<file path="config.mk">
export PLATFORM = sky130hd
export DESIGN_NAME = seg_coord
export DESIGN_NICKNAME = d
export VERILOG_FILES = /design/src/rtl/seg_pkg.sv /design/src/rtl/seg_coord.sv
export SDC_FILE = /design/constraint.sdc
export NUM_CORES = 2
export LEC_CHECK = 0
export BUFFER_PORTS_ARGS = -buffer_cell sky130_fd_sc_hd__buf_2
export CORE_ASPECT_RATIO = 1.75
export CORE_MARGIN = 1
export CORE_UTILIZATION = 45
export CTS_BUF_LIST = sky130_fd_sc_hd__clkbuf_8
export CTS_CLUSTER_SIZE = 12
export DETAILED_ROUTE_END_ITERATION = 7
export GPL_TIMING_DRIVEN = 0
export HOLD_SLACK_MARGIN = 0.15
export SYNTH_ARGS = -nofsm -noshare
export SYNTH_HDL_FRONTEND = slang
export SYNTH_SLANG_ARGS = --single-unit
export TNS_END_PERCENT = 100
</file>
<file path="constraint.sdc">
create_clock -name clk -period 9.76 [get_ports clk]
set_clock_uncertainty 0.05 [all_clocks]
set_input_delay 1.952 -clock clk [delete_from_list [all_inputs] [get_ports clk]]
set_output_delay 1.952 -clock clk [all_outputs]
set_load 0.005 [all_outputs]
</file>
<file path="src/rtl/seg_pkg.sv">
`timescale 1ns / 1ps
`default_nettype none
// ----------------------------------------------------------------------------
// seg_pkg
// Widths, pipeline stage positions and payload types shared by the
// segment intersection block and its interfaces.
// ----------------------------------------------------------------------------
package seg_pkg;

    // coordinate and output formats
    localparam int COORD_BITS = 16;
    localparam int FRAC_BITS  = 8;
    localparam int OUT_W      = 24;

    // edge vectors, single products and cross products
    localparam int DIFF_W  = COORD_BITS + 1;
    localparam int PROD_W  = 2 * DIFF_W;
    localparam int CROSS_W = PROD_W + 1;

    // magnitude of a direction component and of the normalized denominator
    localparam int MAG_W = COORD_BITS;
    localparam int DEN_W = 2 * COORD_BITS + 1;

    // scaled product |dir| * nt * 2^FRAC_BITS and its quotient by den
    localparam int MUL_W      = MAG_W + DEN_W;
    localparam int DIVD_W     = MUL_W + FRAC_BITS;
    localparam int QUO_W      = MAG_W + FRAC_BITS;
    localparam int DIV_BITS   = 2;
    localparam int DIV_STAGES = (QUO_W + DIV_BITS - 1) / DIV_BITS;
    localparam int QPAD_W     = DIV_STAGES * DIV_BITS;

    // final add and saturation
    localparam int SUM_W = QPAD_W + 2;
    localparam int SAT_W = (SUM_W > OUT_W) ? SUM_W : OUT_W;

    // pipeline stage positions
    localparam int ST_DIFF  = 0;
    localparam int ST_PROD  = 1;
    localparam int ST_CROSS = 2;
    localparam int ST_NORM  = 3;
    localparam int ST_MUL   = 4;
    localparam int ST_DIV   = 5;
    localparam int ST_SUM   = ST_DIV + DIV_STAGES;
    localparam int ST_OUT   = ST_SUM + 1;
    localparam int NUM_STG  = ST_OUT + 1;
    localparam int CO_STG   = ST_SUM - ST_MUL + 1;

    typedef logic signed [COORD_BITS-1:0] coord_t;
    typedef logic signed [DIFF_W-1:0]     diff_t;
    typedef logic signed [PROD_W-1:0]     prod_t;
    typedef logic signed [CROSS_W-1:0]    cross_t;
    typedef logic        [MAG_W-1:0]      mag_t;
    typedef logic        [DEN_W-1:0]      den_t;
    typedef logic signed [OUT_W-1:0]      out_t;
    typedef logic        [CO_STG-1:0]     co_en_t;

endpackage
`default_nettype wire

</file>
<file path="src/rtl/seg_coord.sv">
`timescale 1ns / 1ps
`default_nettype none
// ----------------------------------------------------------------------------
// seg_coord
// One output coordinate: base * 2^F + sign * trunc(|dir| * nt * 2^F / den).
// Multiply stage, restoring divider with DIV_BITS quotient bits per stage,
// then add and saturate. Each stage loads on its own enable.
// ----------------------------------------------------------------------------
module seg_coord (
    input  logic            clk,
    input  seg_pkg::co_en_t en,
    input  seg_pkg::coord_t base,
    input  seg_pkg::mag_t   mag,
    input  logic            neg,
    input  seg_pkg::den_t   num,
    input  seg_pkg::den_t   den,
    output seg_pkg::out_t   coord
);
    import seg_pkg::*;

    localparam longint LIM_HI_L = (longint'(1) << (OUT_W - 1)) - 1;
    localparam longint LIM_LO_L = -(longint'(1) << (OUT_W - 1));
    localparam logic signed [SAT_W-1:0] LIM_HI = SAT_W'(LIM_HI_L);
    localparam logic signed [SAT_W-1:0] LIM_LO = SAT_W'(LIM_LO_L);

    // multiply stage
    logic [MUL_W-1:0] prod_reg;
    den_t             mden_reg;
    coord_t           mbase_reg;
    logic             mneg_reg;

    // divider stages
    den_t              rem_reg   [DIV_STAGES];
    logic [QPAD_W-1:0] wq_reg    [DIV_STAGES];
    den_t              dden_reg  [DIV_STAGES];
    coord_t            dbase_reg [DIV_STAGES];
    logic              dneg_reg  [DIV_STAGES];

    den_t              rem_src   [DIV_STAGES];
    logic [QPAD_W-1:0] wq_src    [DIV_STAGES];
    den_t              den_src   [DIV_STAGES];
    coord_t            base_src  [DIV_STAGES];
    logic              neg_src   [DIV_STAGES];
    den_t              rem_next  [DIV_STAGES];
    logic [QPAD_W-1:0] wq_next   [DIV_STAGES];

    logic [DIVD_W-1:0] divd;

    // sum stage
    logic signed [SUM_W-1:0] base_sc;
    logic signed [SUM_W-1:0] quo_sc;
    logic signed [SUM_W-1:0] sum;
    logic signed [SAT_W-1:0] sum_ext;
    out_t                    coord_next;
    out_t                    coord_reg;

    // |dir| * nt
    always_ff @(posedge clk)
    begin
        if (en[0])
        begin
            prod_reg  <= MUL_W'(mag) * MUL_W'(num);
            mden_reg  <= den;
            mbase_reg <= base;
            mneg_reg  <= neg;
        end
    end

    // scaled dividend split into the first partial remainder and the bits to come
    assign divd = DIVD_W'(prod_reg) << FRAC_BITS;

    genvar g;
    generate
        for (g = 0; g < DIV_STAGES; g++)
        begin : g_div
            // stage inputs
            if (g == 0)
            begin : g_first
                assign rem_src[g]  = DEN_W'(divd[DIVD_W-1:QPAD_W]);
                assign wq_src[g]   = divd[QPAD_W-1:0];
                assign den_src[g]  = mden_reg;
                assign base_src[g] = mbase_reg;
                assign neg_src[g]  = mneg_reg;
            end
            else
            begin : g_rest
                assign rem_src[g]  = rem_reg[g-1];
                assign wq_src[g]   = wq_reg[g-1];
                assign den_src[g]  = dden_reg[g-1];
                assign base_src[g] = dbase_reg[g-1];
                assign neg_src[g]  = dneg_reg[g-1];
            end

            // restoring steps, quotient bits shift in at the bottom
            always_comb
            begin
                den_t              r;
                logic [QPAD_W-1:0] w;
                logic [DEN_W:0]    t;
                r = rem_src[g];
                w = wq_src[g];
                t = '0;
                for (int b = 0; b < DIV_BITS; b++)
                begin
                    t = {r, w[QPAD_W-1]};
                    if (t >= {1'b0, den_src[g]})
                    begin
                        r = DEN_W'(t - {1'b0, den_src[g]});
                        w = {w[QPAD_W-2:0], 1'b1};
                    end
                    else
                    begin
                        r = t[DEN_W-1:0];
                        w = {w[QPAD_W-2:0], 1'b0};
                    end
                end
                rem_next[g] = r;
                wq_next[g]  = w;
            end

            always_ff @(posedge clk)
            begin
                if (en[g+1])
                begin
                    rem_reg[g]   <= rem_next[g];
                    wq_reg[g]    <= wq_next[g];
                    dden_reg[g]  <= den_src[g];
                    dbase_reg[g] <= base_src[g];
                    dneg_reg[g]  <= neg_src[g];
                end
            end
        end
    endgenerate

    // base plus signed quotient, clipped to the output range
    always_comb
    begin
        base_sc = SUM_W'(dbase_reg[DIV_STAGES-1]) <<< FRAC_BITS;
        quo_sc  = $signed(SUM_W'(wq_reg[DIV_STAGES-1]));
        sum     = dneg_reg[DIV_STAGES-1] ? (base_sc - quo_sc) : (base_sc + quo_sc);
        sum_ext = SAT_W'(sum);
        if (sum_ext > LIM_HI)
        begin
            coord_next = OUT_W'(LIM_HI);
        end
        else if (sum_ext < LIM_LO)
        begin
            coord_next = OUT_W'(LIM_LO);
        end
        else
        begin
            coord_next = OUT_W'(sum_ext);
        end
    end

    always_ff @(posedge clk)
    begin
        if (en[CO_STG-1])
        begin
            coord_reg <= coord_next;
        end
    end

    assign coord = coord_reg;

endmodule
`default_nettype wire

</file>
==> impl_results.md <==
- Most common cell in the netlist: edfxtp_1
- Post-synth cell types: 100
- Largest net degree at the start of global routing: 75
- Routed wire length: 337000 um
- Outcome: finished, violations left
- Antenna viol nets, final: 0
- Worst slew pin tran: 1.51 ns
- Routed vias: 78018
- MaxCap Viol Count: 1
- GRT Util Overall: 29.2%
- Area leader, netlist: edfxtp_1
- Fmax: 0.103 GHz
- First-pass GRT wire length: 498000 um
- Cells after Synth: 10233
- # port buffers: 137
- CTS root buffer: clkbuf_8
- Starting Density: 45.2%
- Worst stage delay on the critical path: 0.82 ns
- Dpl hpwl: 285000 um
- Top cells by area, synth: edfxtp_1, ha_1, fa_1, a21oi_1, mux2_2
- Critical Path End Type: register
- Routed len/inst: 24.5 um
- Clock tree buffer depth: 4
- GRT Residual Overflow: 0
- Top cell type's share of synthesized area: 36.8%
- Total CTS buffers: 199
- Post-synthesis async set-or-reset flop share: 0%
- IO Pins: 138
- Reg-to-Reg Start: wq_reg[1][47]
- Worst Hold Path Cells: 0
- DRC violations left: 0
- Max Slew Vio Count: 2
- Seq/Total Area, Yosys: 36.8%
- Post-synth EDFFs: 1265
- Layout fillers: 21085
- CTS clk-pin slew, worst paths: 0.07 ns
- Final net count: 12103
- Hold Fails Final Rpt: 0
- Antenna violations before repair: 15
- R2R setup slack: 0.02 ns
- Area of the core: 228000 um^2
- Worst-path fanout max: 10
- Failing checks: capacitance limit, slew limit
- CTS tree: done
- Vias per cell: 5.66
- Worst-Skew Late Latency: 1.00 ns
- Synth Net Count: 11742
- HP Start: wq_reg[0][64]
- Mapped Avg Cell Area: 10.1 um^2
- Die Height: 636 um
- Final setup TNS: 0 ns
- Slew HR: -1.58%
- Hold Crit Endpoint: wq_reg[0][90]
- WP data arrival: 10.35 ns
- H-tree depth: 4
- Commonest cells post-synth: edfxtp_1, inv_1, ha_1
- CP max stage cell: clkbuf_1
- YS warnings: 0
- Drt initial violations: 3150
- Area Overhead vs Synth: 8.85%
- Yosys reg bits: 1265
- Mapped cell area: 103000 um^2
- Horiz. Die Dim: 364 um
- Tcrit/Tclk final: 99.8%
- Clk sinks: 1265
- Worst R2R End: rem_reg[6][2]
- Worst Hold Class: register to register
- Worst Setup Start Kind: register
- Kind of critical path: register to register
- # rows: 232
- Post-layout minimum cycle time: 9.74 ns
- Required @ worst endpoint: 10.37 ns
- RD Place Congestion: 0.968
- Proportion of layout cells with a drive suffix above 1: 9.13%
- Ys flop type: edfxtp_1
- Worst Reg-to-Reg Cells: 30
- Die area: 231000 um^2
- Endpoints failing setup: 0
- Vias in the first global route: 85573
- RSZ-0062 raised after global routing: yes
- Initial DRT Pass Iterations: 8
[how the worst max path moves through the flow]
| stage | from | end | slack (ns) | cells after the start |
|---|---|---|---|---|
| after detailed placement | dden_reg[2][7] | rem_reg[3][30] | -2.22 | 27 |
| after floorplan | mag[9] | prod_reg[45] | 1.46 | 25 |
| after global placement | dden_reg[4][15] | rem_reg[5][31] | -2.34 | 26 |
| final | wq_reg[1][47] | rem_reg[6][2] | 0.02 | 30 |
| after global routing | wq_reg[1][71] | rem_reg[7][30] | -0.04 | 28 |
| after CTS | dden_reg[1][7] | rem_reg[2][26] | 0.006 | 25 |
[metrics by stage]
step	hold WS (ns)	instance area, um^2	instances	setup slack [ns]	utilization, %
after floorplan	0.350	103000	10233	1.46	-
after global placement	0.353	108000	13412	-2.34	47.2
after detailed placement	0.355	108000	13430	-2.22	47.4
after CTS	0.226	112000	13779	0.00562	49.2
after global routing	0.227	112000	13782	-0.0413	49.2
final	0.269	112000	13785	0.0153	49.2
[cell families (layout without fill, tap and decap cells)]
| kind of cell | Yosys count | count (layout) | share of synthesized area [%] |
|---|---|---|---|
| simple gates | 2464 | 2464 | 11.3 |
| other cells | 0 | 4 | 0 |
| compound gates | 2600 | 2600 | 16.0 |
| fa+ha+maj | 1395 | 1395 | 20.2 |
| mux | 414 | 414 | 4.49 |
| xor+xnor | 719 | 719 | 6.10 |
| flops | 1265 | 1265 | 36.8 |
| buf+inv | 1376 | 1882 | 5.07 |
[cells in the final DEF, fill, tap and decap left out, types with 27 or more instances in the layout]
cell	Yosys	routed
nand2b_1	92	92
o21ai_0	489	488
buf_4	4	27
buf_2	37	157
nor4_1	34	27
mux2_2	388	388
fa_1	453	453
o21bai_1	122	122
a211oi_1	72	70
a21o_1	417	417
or3_1	39	39
clkbuf_8	0	203
nand3_1	149	149
edfxtp_1	1265	1265
clkbuf_1	187	167
xor2_1	233	233
a221oi_1	30	29
and3_1	68	68
nand4_1	106	106
a21oi_1	878	875
a31oi_1	99	97
o21a_1	101	101
nor3_1	121	120
o31ai_1	50	48
ha_1	942	942
a211o_1	28	28
or2_2	29	29
nor2b_1	93	92
nor2_1	558	555
and2_1	247	247
inv_1	1123	1163
nand2_1	857	857
xnor2_1	486	486
o211ai_1	43	43
a21boi_0	29	29
clkinv_1	1	56
[critical path: cells and delay by family, from the launching register on]
kind            cells  cell delay (ns)
fa+ha+maj           3             0.91
flops               1             0.40
simple gates        3             0.78
compound gates     16             5.06
buf+inv             8             2.12
[final cells by class]
cell class	count	area (um^2)	share of cell area, %
Antenna cell	4	10.0	0.00891
Buffer	248	1110	0.990
Clock buffer	203	2790	2.49
Clock inverter	143	1050	0.933
Inverter	1128	4240	3.77
Multi-Input combinational cell	7592	60200	53.6
Sequential cell	1265	38000	33.8
Tap cell	3042	3810	3.39
Timing Repair Buffer	160	1170	1.04
[metal layers]
metal | wire (um) | global-route usage, % | up-vias
li1 | - | - | 37239
met1 | 87700 | 19.8 | 37619
met2 | 194000 | 60.3 | 1886
met3 | 8700 | 3.05 | 1264
met4 | 46700 | 33.4 | 10
met5 | 66 | 0 | -
[repair_timing]
item | CTS | global route
pin swaps | 1 | 0
hold buffers | 0 | 0
setup buffers | 3 | 2
endpoints found under the hold margin | 0 | 0
resized for setup | 62 | 18
setup endpoints to repair | 289 | 75
Power is left out: the tool's default activity adds up to more than one toggle a clock period on the data nets, which glitch-free logic cannot reach.
